## src/rtl/reversible_deque_unit_assert.svh

```systemverilog
// ----------------------------------------------------------------------------
// Reversible deque assertion macros
// Shared property wrappers, clocked on i_clk and disabled while i_rst_n is low.
// ----------------------------------------------------------------------------
`ifndef REVERSIBLE_DEQUE_UNIT_ASSERT_SVH
`define REVERSIBLE_DEQUE_UNIT_ASSERT_SVH

// Check a consequent in the same cycle as its antecedent
`define RDQ_ASSERT_NOW(label, ante, cons, msg) \
    label: assert property (@(posedge i_clk) disable iff (!i_rst_n) \
        (ante) |-> (cons)) else $error(msg);

// Check a consequent in the cycle after its antecedent
`define RDQ_ASSERT_NEXT(label, ante, cons, msg) \
    label: assert property (@(posedge i_clk) disable iff (!i_rst_n) \
        (ante) |=> (cons)) else $error(msg);

`endif

```

## src/rtl/rdq_pkg.sv

```systemverilog
// ----------------------------------------------------------------------------
// Reversible deque package
// Shared types, codes and sizes for the reversible deque unit.
// ----------------------------------------------------------------------------
`default_nettype none

package rdq_pkg;

    // Ring store size and derived widths
    localparam int DEPTH  = 256;
    localparam int ADDR_W = (DEPTH > 1) ? $clog2(DEPTH) : 1;
    localparam int CNT_W  = $clog2(DEPTH + 1);
    localparam int SUM_W  = CNT_W + 1;

    localparam int VALUE_W = 7;
    localparam int CMD_W   = 3;
    localparam int STAT_W  = 3;

    // Largest value a push may carry
    localparam logic [VALUE_W-1:0] MAX_VALUE = 7'd100;

    // Command codes
    localparam logic [CMD_W-1:0] CMD_POP_BACK   = 3'd0;
    localparam logic [CMD_W-1:0] CMD_POP_FRONT  = 3'd1;
    localparam logic [CMD_W-1:0] CMD_REVERSE    = 3'd2;
    localparam logic [CMD_W-1:0] CMD_PUSH_BACK  = 3'd3;
    localparam logic [CMD_W-1:0] CMD_PUSH_FRONT = 3'd4;

    // Result status codes
    typedef enum logic [STAT_W-1:0] {
        ST_POPPED  = 3'd0,
        ST_EMPTY   = 3'd1,
        ST_DONE    = 3'd2,
        ST_FULL    = 3'd3,
        ST_IGNORED = 3'd4
    } t_status;

    // Work classes handed from the front to the back
    typedef enum logic [1:0] {
        K_POP,
        K_PUSH,
        K_REVERSE,
        K_REPORT
    } t_kind;

    // Back-end sequencer states
    typedef enum logic {
        BK_IDLE,
        BK_READ
    } t_back_state;

    // Command word in
    typedef struct packed {
        logic [CMD_W-1:0]   cmd;
        logic [VALUE_W-1:0] push_value;
    } t_cmd_in;

    // Result word out
    typedef struct packed {
        logic [VALUE_W-1:0] popped_value;
        logic [STAT_W-1:0]  status;
    } t_result;

    // Classified job
    typedef struct packed {
        t_kind              kind;
        logic               at_front;
        logic [VALUE_W-1:0] value;
        t_status            status;
    } t_job;

    // Job link between two stages
    typedef struct packed {
        logic valid;
        t_job job;
    } t_job_link;

    localparam int QUEUE_DEPTH = 2;
    localparam int QUEUE_AW    = $clog2(QUEUE_DEPTH);
    localparam int QUEUE_CW    = $clog2(QUEUE_DEPTH + 1);

endpackage

`default_nettype wire

```

## src/rtl/rdq_ram.sv

```systemverilog
// ----------------------------------------------------------------------------
// Generic RAM
// One write port and one read port with registered read data.
// ----------------------------------------------------------------------------
`default_nettype none

module rdq_ram #(
    parameter int WIDTH = 8,
    parameter int DEPTH = 16
) (
    input  wire logic                                  i_clk,
    input  wire logic                                  i_we,
    input  wire logic [((DEPTH > 1) ? $clog2(DEPTH) : 1)-1:0] i_waddr,
    input  wire logic [WIDTH-1:0]                      i_wdata,
    input  wire logic                                  i_re,
    input  wire logic [((DEPTH > 1) ? $clog2(DEPTH) : 1)-1:0] i_raddr,
    output      logic [WIDTH-1:0]                      o_rdata
);

    logic [WIDTH-1:0] r_mem [DEPTH];
    logic [WIDTH-1:0] r_rdata;

    // Write and registered read
    always_ff @(posedge i_clk) begin
        if (i_we) begin
            r_mem[i_waddr] <= i_wdata;
        end
        if (i_re) begin
            r_rdata <= r_mem[i_raddr];
        end
    end

    assign o_rdata = r_rdata;

endmodule

`default_nettype wire

```

## src/rtl/rdq_front.sv

```systemverilog
// ----------------------------------------------------------------------------
// Reversible deque front end
// Accepts command words, classifies them and holds one job for the queue.
// ----------------------------------------------------------------------------
`default_nettype none

module rdq_front (
    input  wire logic           i_clk,
    input  wire logic           i_rst_n,
    input  wire logic           i_start,
    input  wire rdq_pkg::t_cmd_in i_cmd,
    output      logic           o_busy,
    output      rdq_pkg::t_job_link o_link,
    input  wire logic           i_link_ready
);

    logic          r_valid;
    logic          n_valid;
    rdq_pkg::t_job r_job;
    rdq_pkg::t_job n_job;
    rdq_pkg::t_job w_class;
    logic          w_accept;
    logic          w_drain;

    // Classify the incoming command
    always_comb begin
        w_class.kind     = rdq_pkg::K_REPORT;
        w_class.at_front = 1'b0;
        w_class.value    = i_cmd.push_value;
        w_class.status   = rdq_pkg::ST_DONE;
        case (i_cmd.cmd)
            rdq_pkg::CMD_POP_BACK: begin
                w_class.kind = rdq_pkg::K_POP;
            end
            rdq_pkg::CMD_POP_FRONT: begin
                w_class.kind     = rdq_pkg::K_POP;
                w_class.at_front = 1'b1;
            end
            rdq_pkg::CMD_REVERSE: begin
                w_class.kind = rdq_pkg::K_REVERSE;
            end
            rdq_pkg::CMD_PUSH_BACK, rdq_pkg::CMD_PUSH_FRONT: begin
                if (i_cmd.push_value > rdq_pkg::MAX_VALUE) begin
                    w_class.status = rdq_pkg::ST_IGNORED;
                end else begin
                    w_class.kind     = rdq_pkg::K_PUSH;
                    w_class.at_front = (i_cmd.cmd == rdq_pkg::CMD_PUSH_FRONT);
                end
            end
            default: begin
                w_class.kind = rdq_pkg::K_REPORT;
            end
        endcase
    end

    // Hold off new words while the stage is full and cannot drain
    assign o_busy   = r_valid & ~i_link_ready;
    assign w_accept = i_start & ~o_busy;
    assign w_drain  = r_valid & i_link_ready;

    always_comb begin
        n_valid = w_accept | (r_valid & ~w_drain);
        n_job   = w_accept ? w_class : r_job;
    end

    // Stage register
    always_ff @(posedge i_clk) begin
        if (!i_rst_n) begin
            r_valid <= 1'b0;
        end else begin
            r_valid <= n_valid;
        end
        r_job <= n_job;
    end

    assign o_link.valid = r_valid;
    assign o_link.job   = r_job;

endmodule

`default_nettype wire

```

## src/rtl/rdq_queue.sv

```systemverilog
// ----------------------------------------------------------------------------
// Reversible deque job queue
// Short first-in first-out buffer that decouples the front from the back.
// ----------------------------------------------------------------------------
`default_nettype none

module rdq_queue (
    input  wire logic               i_clk,
    input  wire logic               i_rst_n,
    input  wire rdq_pkg::t_job_link i_link,
    output      logic               o_ready,
    output      rdq_pkg::t_job_link o_link,
    input  wire logic               i_take
);

    rdq_pkg::t_job                   r_slot [rdq_pkg::QUEUE_DEPTH];
    logic [rdq_pkg::QUEUE_AW-1:0]    r_wr_ptr;
    logic [rdq_pkg::QUEUE_AW-1:0]    r_rd_ptr;
    logic [rdq_pkg::QUEUE_CW-1:0]    r_fill;
    logic [rdq_pkg::QUEUE_AW-1:0]    n_wr_ptr;
    logic [rdq_pkg::QUEUE_AW-1:0]    n_rd_ptr;
    logic [rdq_pkg::QUEUE_CW-1:0]    n_fill;
    logic                            w_push;
    logic                            w_pop;

    localparam logic [rdq_pkg::QUEUE_AW-1:0] LAST_SLOT =
        rdq_pkg::QUEUE_AW'(rdq_pkg::QUEUE_DEPTH - 1);

    assign o_ready = (r_fill != rdq_pkg::QUEUE_CW'(rdq_pkg::QUEUE_DEPTH));
    assign w_push  = i_link.valid & o_ready;
    assign w_pop   = i_take & (r_fill != '0);

    // Advance pointers and fill level
    always_comb begin
        n_wr_ptr = r_wr_ptr;
        n_rd_ptr = r_rd_ptr;
        n_fill   = r_fill;
        if (w_push) begin
            n_wr_ptr = (r_wr_ptr == LAST_SLOT) ? '0 : r_wr_ptr + 1'b1;
        end
        if (w_pop) begin
            n_rd_ptr = (r_rd_ptr == LAST_SLOT) ? '0 : r_rd_ptr + 1'b1;
        end
        if (w_push && !w_pop) begin
            n_fill = r_fill + 1'b1;
        end else if (w_pop && !w_push) begin
            n_fill = r_fill - 1'b1;
        end
    end

    always_ff @(posedge i_clk) begin
        if (!i_rst_n) begin
            r_wr_ptr <= '0;
            r_rd_ptr <= '0;
            r_fill   <= '0;
        end else begin
            r_wr_ptr <= n_wr_ptr;
            r_rd_ptr <= n_rd_ptr;
            r_fill   <= n_fill;
        end
        if (w_push) begin
            r_slot[r_wr_ptr] <= i_link.job;
        end
    end

    assign o_link.valid = (r_fill != '0);
    assign o_link.job   = r_slot[r_rd_ptr];

endmodule

`default_nettype wire

```

## src/rtl/rdq_back.sv

```systemverilog
// ----------------------------------------------------------------------------
// Reversible deque back end
// Executes jobs on the ring store and drives the result strobe.
// ----------------------------------------------------------------------------
`default_nettype none
`include "reversible_deque_unit_assert.svh"

module rdq_back (
    input  wire logic               i_clk,
    input  wire logic               i_rst_n,
    input  wire rdq_pkg::t_job_link i_link,
    output      logic               o_take,
    output      logic               o_strobe,
    output      rdq_pkg::t_result   o_result
);

    localparam logic [rdq_pkg::ADDR_W-1:0] LAST_SLOT =
        rdq_pkg::ADDR_W'(rdq_pkg::DEPTH - 1);
    localparam logic [rdq_pkg::CNT_W-1:0]  FULL_COUNT =
        rdq_pkg::CNT_W'(rdq_pkg::DEPTH);
    localparam logic [rdq_pkg::SUM_W-1:0]  WRAP_SUM =
        rdq_pkg::SUM_W'(rdq_pkg::DEPTH);

    rdq_pkg::t_back_state          r_state;
    rdq_pkg::t_back_state          n_state;
    logic [rdq_pkg::ADDR_W-1:0]    r_head;
    logic [rdq_pkg::ADDR_W-1:0]    n_head;
    logic [rdq_pkg::CNT_W-1:0]     r_count;
    logic [rdq_pkg::CNT_W-1:0]     n_count;
    logic                          r_rev;
    logic                          n_rev;
    logic                          r_out_valid;
    logic                          n_out_valid;
    rdq_pkg::t_result              r_out;
    rdq_pkg::t_result              n_out;

    logic                          w_take;
    logic                          w_reading;
    logic                          w_at_head;
    logic [rdq_pkg::ADDR_W-1:0]    w_head_inc;
    logic [rdq_pkg::ADDR_W-1:0]    w_head_dec;
    logic [rdq_pkg::SUM_W-1:0]     w_sum_back;
    logic [rdq_pkg::SUM_W-1:0]     w_sum_last;
    logic [rdq_pkg::ADDR_W-1:0]    w_slot_back;
    logic [rdq_pkg::ADDR_W-1:0]    w_slot_last;

    logic                          w_we;
    logic [rdq_pkg::ADDR_W-1:0]    w_waddr;
    logic                          w_re;
    logic [rdq_pkg::ADDR_W-1:0]    w_raddr;
    logic [rdq_pkg::VALUE_W-1:0]   w_rdata;

    // Next state
    always_comb begin
        n_state = r_state;
        case (r_state)
            rdq_pkg::BK_IDLE: begin
                if (i_link.valid && i_link.job.kind == rdq_pkg::K_POP &&
                    r_count != '0) begin
                    n_state = rdq_pkg::BK_READ;
                end
            end
            rdq_pkg::BK_READ: begin
                n_state = rdq_pkg::BK_IDLE;
            end
            default: begin
                n_state = rdq_pkg::BK_IDLE;
            end
        endcase
    end

    // State outputs
    always_comb begin
        w_take    = 1'b0;
        w_reading = 1'b0;
        case (r_state)
            rdq_pkg::BK_IDLE: begin
                w_take = i_link.valid;
            end
            rdq_pkg::BK_READ: begin
                w_reading = 1'b1;
            end
            default: begin
                w_take = 1'b0;
            end
        endcase
    end

    // Ring slot arithmetic
    always_comb begin
        w_head_inc  = (r_head == LAST_SLOT) ? '0 : r_head + 1'b1;
        w_head_dec  = (r_head == '0) ? LAST_SLOT : r_head - 1'b1;
        w_sum_back  = rdq_pkg::SUM_W'(r_head) + rdq_pkg::SUM_W'(r_count);
        w_sum_last  = w_sum_back - 1'b1;
        w_slot_back = (w_sum_back >= WRAP_SUM) ?
            rdq_pkg::ADDR_W'(w_sum_back - WRAP_SUM) : rdq_pkg::ADDR_W'(w_sum_back);
        w_slot_last = (w_sum_last >= WRAP_SUM) ?
            rdq_pkg::ADDR_W'(w_sum_last - WRAP_SUM) : rdq_pkg::ADDR_W'(w_sum_last);
        w_at_head   = i_link.job.at_front ^ r_rev;
    end

    // Execute the job at the head of the queue
    always_comb begin
        n_head      = r_head;
        n_count     = r_count;
        n_rev       = r_rev;
        n_out_valid = 1'b0;
        n_out       = r_out;
        w_we        = 1'b0;
        w_waddr     = w_slot_back;
        w_re        = 1'b0;
        w_raddr     = r_head;

        if (w_reading) begin
            n_out_valid        = 1'b1;
            n_out.popped_value = w_rdata;
            n_out.status       = rdq_pkg::ST_POPPED;
        end

        if (w_take) begin
            n_out.popped_value = '0;
            case (i_link.job.kind)
                rdq_pkg::K_POP: begin
                    if (r_count == '0) begin
                        n_out_valid  = 1'b1;
                        n_out.status = rdq_pkg::ST_EMPTY;
                    end else begin
                        w_re    = 1'b1;
                        n_count = r_count - 1'b1;
                        if (w_at_head) begin
                            n_head = w_head_inc;
                        end else begin
                            w_raddr = w_slot_last;
                        end
                    end
                end
                rdq_pkg::K_PUSH: begin
                    n_out_valid = 1'b1;
                    if (r_count == FULL_COUNT) begin
                        n_out.status = rdq_pkg::ST_FULL;
                    end else begin
                        w_we         = 1'b1;
                        n_count      = r_count + 1'b1;
                        n_out.status = rdq_pkg::ST_DONE;
                        if (w_at_head) begin
                            n_head  = w_head_dec;
                            w_waddr = w_head_dec;
                        end
                    end
                end
                rdq_pkg::K_REVERSE: begin
                    n_out_valid  = 1'b1;
                    n_rev        = ~r_rev;
                    n_out.status = rdq_pkg::ST_DONE;
                end
                default: begin
                    n_out_valid  = 1'b1;
                    n_out.status = i_link.job.status;
                end
            endcase
        end
    end

    always_ff @(posedge i_clk) begin
        if (!i_rst_n) begin
            r_state     <= rdq_pkg::BK_IDLE;
            r_head      <= '0;
            r_count     <= '0;
            r_rev       <= 1'b0;
            r_out_valid <= 1'b0;
        end else begin
            r_state     <= n_state;
            r_head      <= n_head;
            r_count     <= n_count;
            r_rev       <= n_rev;
            r_out_valid <= n_out_valid;
        end
        r_out <= n_out;
    end

    // Ring store
    rdq_ram #(
        .WIDTH (rdq_pkg::VALUE_W),
        .DEPTH (rdq_pkg::DEPTH)
    ) u_store (
        .i_clk   (i_clk),
        .i_we    (w_we),
        .i_waddr (w_waddr),
        .i_wdata (i_link.job.value),
        .i_re    (w_re),
        .i_raddr (w_raddr),
        .o_rdata (w_rdata)
    );

    assign o_take   = w_take;
    assign o_strobe = r_out_valid;
    assign o_result = r_out;

    // Checks
    `RDQ_ASSERT_NOW(a_count_bound, 1'b1, r_count <= FULL_COUNT, "entry count above depth")
    `RDQ_ASSERT_NOW(a_head_bound, 1'b1, r_head <= LAST_SLOT, "head index outside ring")
    `RDQ_ASSERT_NEXT(a_read_result, r_state == rdq_pkg::BK_READ, o_strobe && o_result.status == rdq_pkg::ST_POPPED, "pop read gave no popped result")
    `RDQ_ASSERT_NEXT(a_push_count, w_take && i_link.job.kind == rdq_pkg::K_PUSH && r_count != FULL_COUNT, r_count == $past(r_count) + 1'b1, "push did not grow the count")

endmodule

`default_nettype wire

```

## src/rtl/reversible_deque_unit.sv

```systemverilog
// ----------------------------------------------------------------------------
// Reversible deque unit
// Bounded double-ended queue of 7-bit values with an order reverse command.
// ----------------------------------------------------------------------------
// A command word is taken on a clock edge with start high and busy low. Every
// command yields exactly one result word, shown for a single cycle with
// o_strobe high; the receiver cannot stall, so results must be captured as
// they appear. Results come out in command order. Each job passes the front
// stage register, the job queue and the result register of the back end; a
// pop from a non-empty queue also waits for the registered read of the ring
// store. The back end executes one push, reverse or report per cycle while no
// pop read is in progress, and a pop holds off the next job while it waits
// for that read; busy rises when the two-entry job queue and the front stage
// are both full. No clearing pass is needed after reset.
`default_nettype none

module reversible_deque_unit (
    input  wire logic             i_clk,
    input  wire logic             i_rst_n,
    input  wire logic             start,
    input  wire rdq_pkg::t_cmd_in i_cmd,
    output      logic             busy,
    output      logic             o_strobe,
    output      rdq_pkg::t_result o_result
);

    rdq_pkg::t_job_link w_front_link;
    rdq_pkg::t_job_link w_queue_link;
    logic               w_queue_ready;
    logic               w_take;

    // Accept and classify
    rdq_front u_front (
        .i_clk        (i_clk),
        .i_rst_n      (i_rst_n),
        .i_start      (start),
        .i_cmd        (i_cmd),
        .o_busy       (busy),
        .o_link       (w_front_link),
        .i_link_ready (w_queue_ready)
    );

    // Buffer jobs between front and back
    rdq_queue u_queue (
        .i_clk   (i_clk),
        .i_rst_n (i_rst_n),
        .i_link  (w_front_link),
        .o_ready (w_queue_ready),
        .o_link  (w_queue_link),
        .i_take  (w_take)
    );

    // Execute on the ring store
    rdq_back u_back (
        .i_clk    (i_clk),
        .i_rst_n  (i_rst_n),
        .i_link   (w_queue_link),
        .o_take   (w_take),
        .o_strobe (o_strobe),
        .o_result (o_result)
    );

endmodule

`default_nettype wire

```

## config.mk

```make
export PLATFORM = sky130hd
export DESIGN_NAME = reversible_deque_unit
export DESIGN_NICKNAME = d
export VERILOG_FILES = /design/src/rtl/rdq_pkg.sv /design/src/rtl/rdq_ram.sv /design/src/rtl/rdq_front.sv /design/src/rtl/rdq_queue.sv /design/src/rtl/rdq_back.sv /design/src/rtl/reversible_deque_unit.sv
export VERILOG_INCLUDE_DIRS = /design/src /design/src/rtl
export SDC_FILE = /design/constraint.sdc
export NUM_CORES = 2
export LEC_CHECK = 0
export ABC_AREA = 1
export BUFFER_PORTS_ARGS = -buffer_cell sky130_fd_sc_hd__buf_4
export CORE_MARGIN = 5
export CORE_UTILIZATION = 55
export CTS_CLUSTER_SIZE = 40
export DETAILED_ROUTE_END_ITERATION = 6
export HOLD_SLACK_MARGIN = 0.06
export PLACE_DENSITY = 0.72
export SLEW_MARGIN = 25
export SYNTH_ARGS = -nofsm -noshare
export SYNTH_HDL_FRONTEND = slang
export SYNTH_SLANG_ARGS = --single-unit
```

## constraint.sdc

```tcl
create_clock -name i_clk -period 8.67 [get_ports i_clk]
set_input_delay 1.3005 -clock i_clk [delete_from_list [all_inputs] [get_ports i_clk]]
set_output_delay 1.3005 -clock i_clk [all_outputs]
set_load 0.02 [all_outputs]
```

[Word-level counts from Yosys, hierarchy flattened]
Memories as Yosys holds them, arrays and structs flattened. A register that Yosys moved wholly into a read port is not among the register bits.
Cells that the tools add are included.
Storage, ports and cells
  register bits after elaboration: 48
  memory bits (writable): 1818
  input bits: 13
  output and inout port bits: 12
  word-level logic and storage cells: 129
  memories: 2
Memory list
  u_back.u_store.r_mem: words 256, width 7, rd ports 1, clocked after Yosys merged registers in 1, write ports 1, RTL line rdq_ram.sv:20  | logic [WIDTH-1:0] r_mem [DEPTH];
  u_queue.r_slot: words 2, width 13, rd ports 1, clocked after Yosys merged registers in 1, write ports 1, RTL line rdq_queue.sv:16  | rdq_pkg::t_job r_slot [rdq_pkg::QUEUE_DEPTH];
Cells by class
  add/subtract/negate cells: 12
  $lt $le $gt $ge: 3
  equal/unequal tests: 13
  mux-type cells: 53
  bitwise operators: 12
  reduce and logical (&&, ||, !) cells: 19
Operators by type and width (count)
  $mux W8: 16
  $sub A8 B1 Y8 const B: 3
  $mux W1: 22
  $ge A10 B9 Y1 const B: 2
  $mux W9: 2
  $pmux W9 S2: 1
  $pmux W8 S2: 1
  $mux W3: 5
  $add A8 B9 Y10: 1
  $sub A10 B1 Y10 const B: 1
  $add A9 B1 Y9 const B: 1
  $eq A9 B9 Y1 const B: 1
  $logic_not A9 Y1: 1
  $pmux W3 S3: 1
  $reduce_bool A9 Y1: 1
  $sub A9 B1 Y9 const B: 1
  $add A8 B1 Y8 const B: 1
  $eq A8 B8 Y1 const B: 1
  $logic_not A8 Y1: 1
  $gt A7 B7 Y1 const B: 1
  $eq A3 B2 Y1 const B: 2
  $ne A2 B2 Y1 const B: 3
  $pmux W2 S3: 1
  $reduce_and A6 Y1: 1
  other kinds (22): 41

[Logic depth before layout (Yosys ltp)]
  depth after elaboration: 8
  mapped depth: 22

[Hierarchy]
Synthesis repeated with hierarchy kept, for this count alone.
Second synthesis, totals
  cells, all modules: 6776
  area total of the unflattened synthesis: 77932.2 um^2
Modules (own cells, without submodules)
  rdq_ram: instances 1, cells an instance 6218, area an instance 73339.1 um^2, seq. area each 54021.8 um^2
  rdq_back: instances 1, cells an instance 433, area an instance 2790.2 um^2, seq. area each 600.6 um^2
  rdq_queue: instances 1, cells an instance 77, area an instance 1221.2 um^2, seq. area each 880.8 um^2
  rdq_front: instances 1, cells an instance 48, area an instance 581.8 um^2, seq. area each 380.4 um^2

[Worst setup path before layout]
Ideal clock, no wire load.
  path kind: register -> register
  start: reg (tool-made name)
  end: mem u_back.u_store.r_mem[0][0] (netlist bit) (data pin)
  library setup time: 0.822 ns
  arrival: 3.737 ns
  slack: 4.111 ns
  cell stages (with the launch flop): 5
  period minus slack after synthesis: 4.559 ns
  path through: dfxtp_1 inv_2 clkbuf_1 nand2_1 nand2_1
RTL lines (RTL line)
  end, declared: rdq_ram.sv:20

==> flow_summary.yaml <==
global_routing:
  grt.busiest_layer: "met2"
  grt_max_degree: 152
  gr-usage-met3: 0.0614
  grt_pass1_wl_um: 326000
  grt_overflow: 0
  grt_pass1_vias: 53800
  grt_use_met2: 0.419
  grtUsageMet1: 0.383
  antenna_found_initial: 10
  grt_usage: 0.272
route:
  wl_per_cell_um: 21.6
  wirelength_um: 217000
  route.detailed.drc: 0
  drt-initial-drc-count: 8125
  viasPerCell: 5.65
  firstDrtPassIters: 6
  antenna_left: 0
  num_vias: 56900
cts:
  cts_max_level: 4
  cts-root-buf: "clkbuf_16"
  postCtsHoldBufs: 0
  cts_setup_buffers: 0
  clock-sinks: 1871
  cts_tree: "yes"
  clk_pin_slew_ns: 0.06
  clock_latency_ns: 0.83
  ctsResizeCount: 0
  cts_buffers: 185
  clock_path_buffers: 3
setup_path:
  path_buf_inv: 4
  crit_family: "simple AND/OR/NAND/NOR gates"
  critical_path_required_ns: 9.25
  timing.rr.end: "u_back.u_store.o_rdata[1]"
  critPathSlowestCell: "buf_4"
  crit_path_start_kind: "register"
  cp_common_cell: "nand3_1"
  ff2ff_path_depth: 19
  cp.depth: 19
  arrival_ns: 6.33
  rrSetupSlack_ns: 2.92
  crit_path_max_incr_delay_ns: 0.89
  critPathMaxFanout: 142
  path_class: "register to register"
  cp_cell_sequence: "inv_2 -> or2_2 -> o21ai_0 -> ha_1 -> inv_1 -> a21oi_1 -> nand3_2 -> buf_4 -> nand2_8 -> buf_4 -> nand2_1 -> nand3_1 -> nand3_1 -> nand3_1 -> nand3_1 -> nand3_1 -> nand3_1 -> nand3_1 -> nand2_1"
  crit_path_end_kind: "register"
timing:
  setup_viol: 0
  setup_slack_ns: 2.92
  fin_crit_sh: 0.663
  tightest_slew_ns: 1.17
  timing.slew.headroom: 0.217
  clock.fmax_mhz: 174
  slew_viol_final: 0
  holdWs_ns: 0.445
  skew_ns: 0.0355
  fin_tns_setup_ns: 0
  period_minus_slack_ns: 5.75
  hold_viol: 0
  rsz0062_at_grt: "no"
finish:
  fill_cells: 11800
  multi_input_area_um2: 19500
  final-seq-area_um2: 55800
  drive_above_1_share: 0.0533
  syn2layout_area_growth_pct: 8.99
  layout.nets: 7937
  design_area_um2: 89900
placed_design:
  numPortBuffers: 24
  placed_cell_area_um2: 83900
  dp_slack_ns: 2.98
  hpwlAfterDp_um: 121000
  gp_congestion: 0.914
logic_synthesis:
  syn_area_um2: 82500
  yosys_warnings: 0
  synth.yosys.seq_area_share: 0.677
  syn_inst: 8058
  syn_area_per_cell_um2: 10.2
  synth.distinct_cells: 45
  synth_nets: 8096
  ys_ff_latch: 1871
floorplan:
  placementRows: 142
  die-area_um2: 158000
  die_w_um: 397
  initial_utilization: 0.552
  core_region_area_um2: 149000
  io-pin-count: 25
  die_h_um: 397
power_and_ir_drop:
  p_leak_nw: 36.5
  power_density_nw_per_um2: 343
  ir_drop_v: 0.000373
worst_hold_path:
  min_path_cells: 0
  hold_end: "u_queue.r_slot[0][4]"
  hold_start: "u_front.o_link[4]"
  hp-class: "register to register"
status:
  status: "finished clean"
job:
  maxCapViolations: 0
## routing by layer
metal | wire length, um | part of all wire | up-vias
li1 | - | - | 26100
met1 | 83700 | 0.39 | 27000
met2 | 98100 | 0.45 | 3374
met3 | 27200 | 0.13 | 502
met4 | 8280 | 0.038 | 4
met5 | 19 | 0.000087 | -
## cell usage after synthesis (all sizes together)
cell type	instances	area, um2
clkbuf	90	338
o21a	1	7.51
o41ai	1	8.76
xor2	10	87.6
a32o	1	10.0
o21ai	123	646
inv	1385	5200
a211oi	1	7.51
a22oi	2	15.0
ha	23	288
o31ai	1	7.51
a21oi	39	195
o22ai	1	6.26
dfxtp	36	721
nand2	2204	8310
nor2	314	1210
clkinv	2	12.5
xnor2	8	70.1
nor3	13	85.1
o21bai	6	48.8
or2	4	25.0
buf	346	1830
fa	2	40.0
a31oi	1	6.26
nand4	3	18.8
a221oi	2	17.5
nand3	1548	7760
edfxtp	1835	55100
o211ai	56	420
## cell usage in the layout (no fill, tap or decap), types with 4 or more instances in the layout
cell type and n:
a21oi_1 39, buf_12 14, buf_4 76, bufinv_16 17, clkbuf_1 40, clkbuf_16 188, clkbuf_8 5, clkinv_1 35
clkinv_2 34, clkinv_4 6, clkinv_8 4, clkinvlp_4 4, dfxtp_1 36, diode_2 5, edfxtp_1 1835, ha_1 23
inv_1 1374, inv_2 9, inv_6 8, nand2_1 2168, nand2_2 22, nand2_4 12, nand3_1 1546, nor2_1 308
nor2_2 4, nor3_1 9, nor3_2 4, o211ai_1 56, o21ai_0 110, o21ai_1 6, o21ai_2 4, o21bai_1 5
or2_2 4, xnor2_1 8, xor2_1 10
## state kept, by name, indices dropped and copies added, names as in the netlist, 2 cells and up, named ones only
register	count
u_queue.r_slot	24
u_back.u_store.r_mem	1792
u_back.r_count	9
u_front.o_link	12
u_back.r_head	8
u_back.o_result	10
u_queue.r_fill	2
u_back.u_store.o_rdata	7
## worst reg2reg max path, cell delays in order, from the launching register on
cell	delay, ns
dfxtp_1	0.56
inv_2	0.19
or2_2	0.31
o21ai_0	0.15
ha_1	0.27
inv_1	0.08
a21oi_1	0.15
nand3_2	0.08
buf_4	0.39
nand2_8	0.85
buf_4	0.91
nand2_1	0.14
nand3_1	0.14
nand3_1	0.14
nand3_1	0.15
nand3_1	0.17
nand3_1	0.23
nand3_1	0.26
nand3_1	0.25
nand2_1	0.07
## how the worst max path moves through the flow
stage             start                         end  slack (ns)
6_report       register   u_back.u_store.o_rdata[1]        2.92
5_1_grt        register   u_back.u_store.o_rdata[0]        2.46
4_1_cts        register   u_back.u_store.o_rdata[1]        2.98
3_5_place_dp   register   u_back.u_store.o_rdata[5]        2.98
3_3_place_gp   register   u_back.u_store.o_rdata[1]        2.99
2_1_floorplan  register  u_back.u_store.r_mem[0][0]        4.11
## power breakdown
part	internal [mW]	total, mW	switching, mW	leakage, nW
logic	2.66	11.6	8.93	16.7
clock network	4.54	7.98	3.44	2.94
registers	11.2	11.3	0.125	16.8
total	18.4	30.9	12.5	36.5
## per-stage QoR
stage	util	total power [mW]	cells
after global placement	0.561	22.6	9728
after CTS	0.601	30.6	10100
after global routing	0.602	32.2	10100
final	0.602	30.9	10100
after floorplan	-	19.1	8058
after detailed placement	0.561	22.8	9728
## final cells by class
| type | instances | area share |
|---|---|---|
| flip-flops and latches | 1871 | 0.621 |
| multi-input cells | 4364 | 0.217 |
| inverters | 1387 | 0.0581 |
| clock buffers | 233 | 0.0548 |
| well taps | 2016 | 0.0281 |
| clock inverters | 108 | 0.0120 |
| repair buffers | 90 | 0.00946 |
| diodes | 5 | 0.000139 |
## cells by family after synthesis
group | synth area share
compound gates | 0.0169
xor+xnor | 0.00191
flops | 0.677
buf+inv | 0.0894
simple gates | 0.211
fa+ha+maj | 0.00397
No activity file was read; power rests on OpenSTA's default activity.
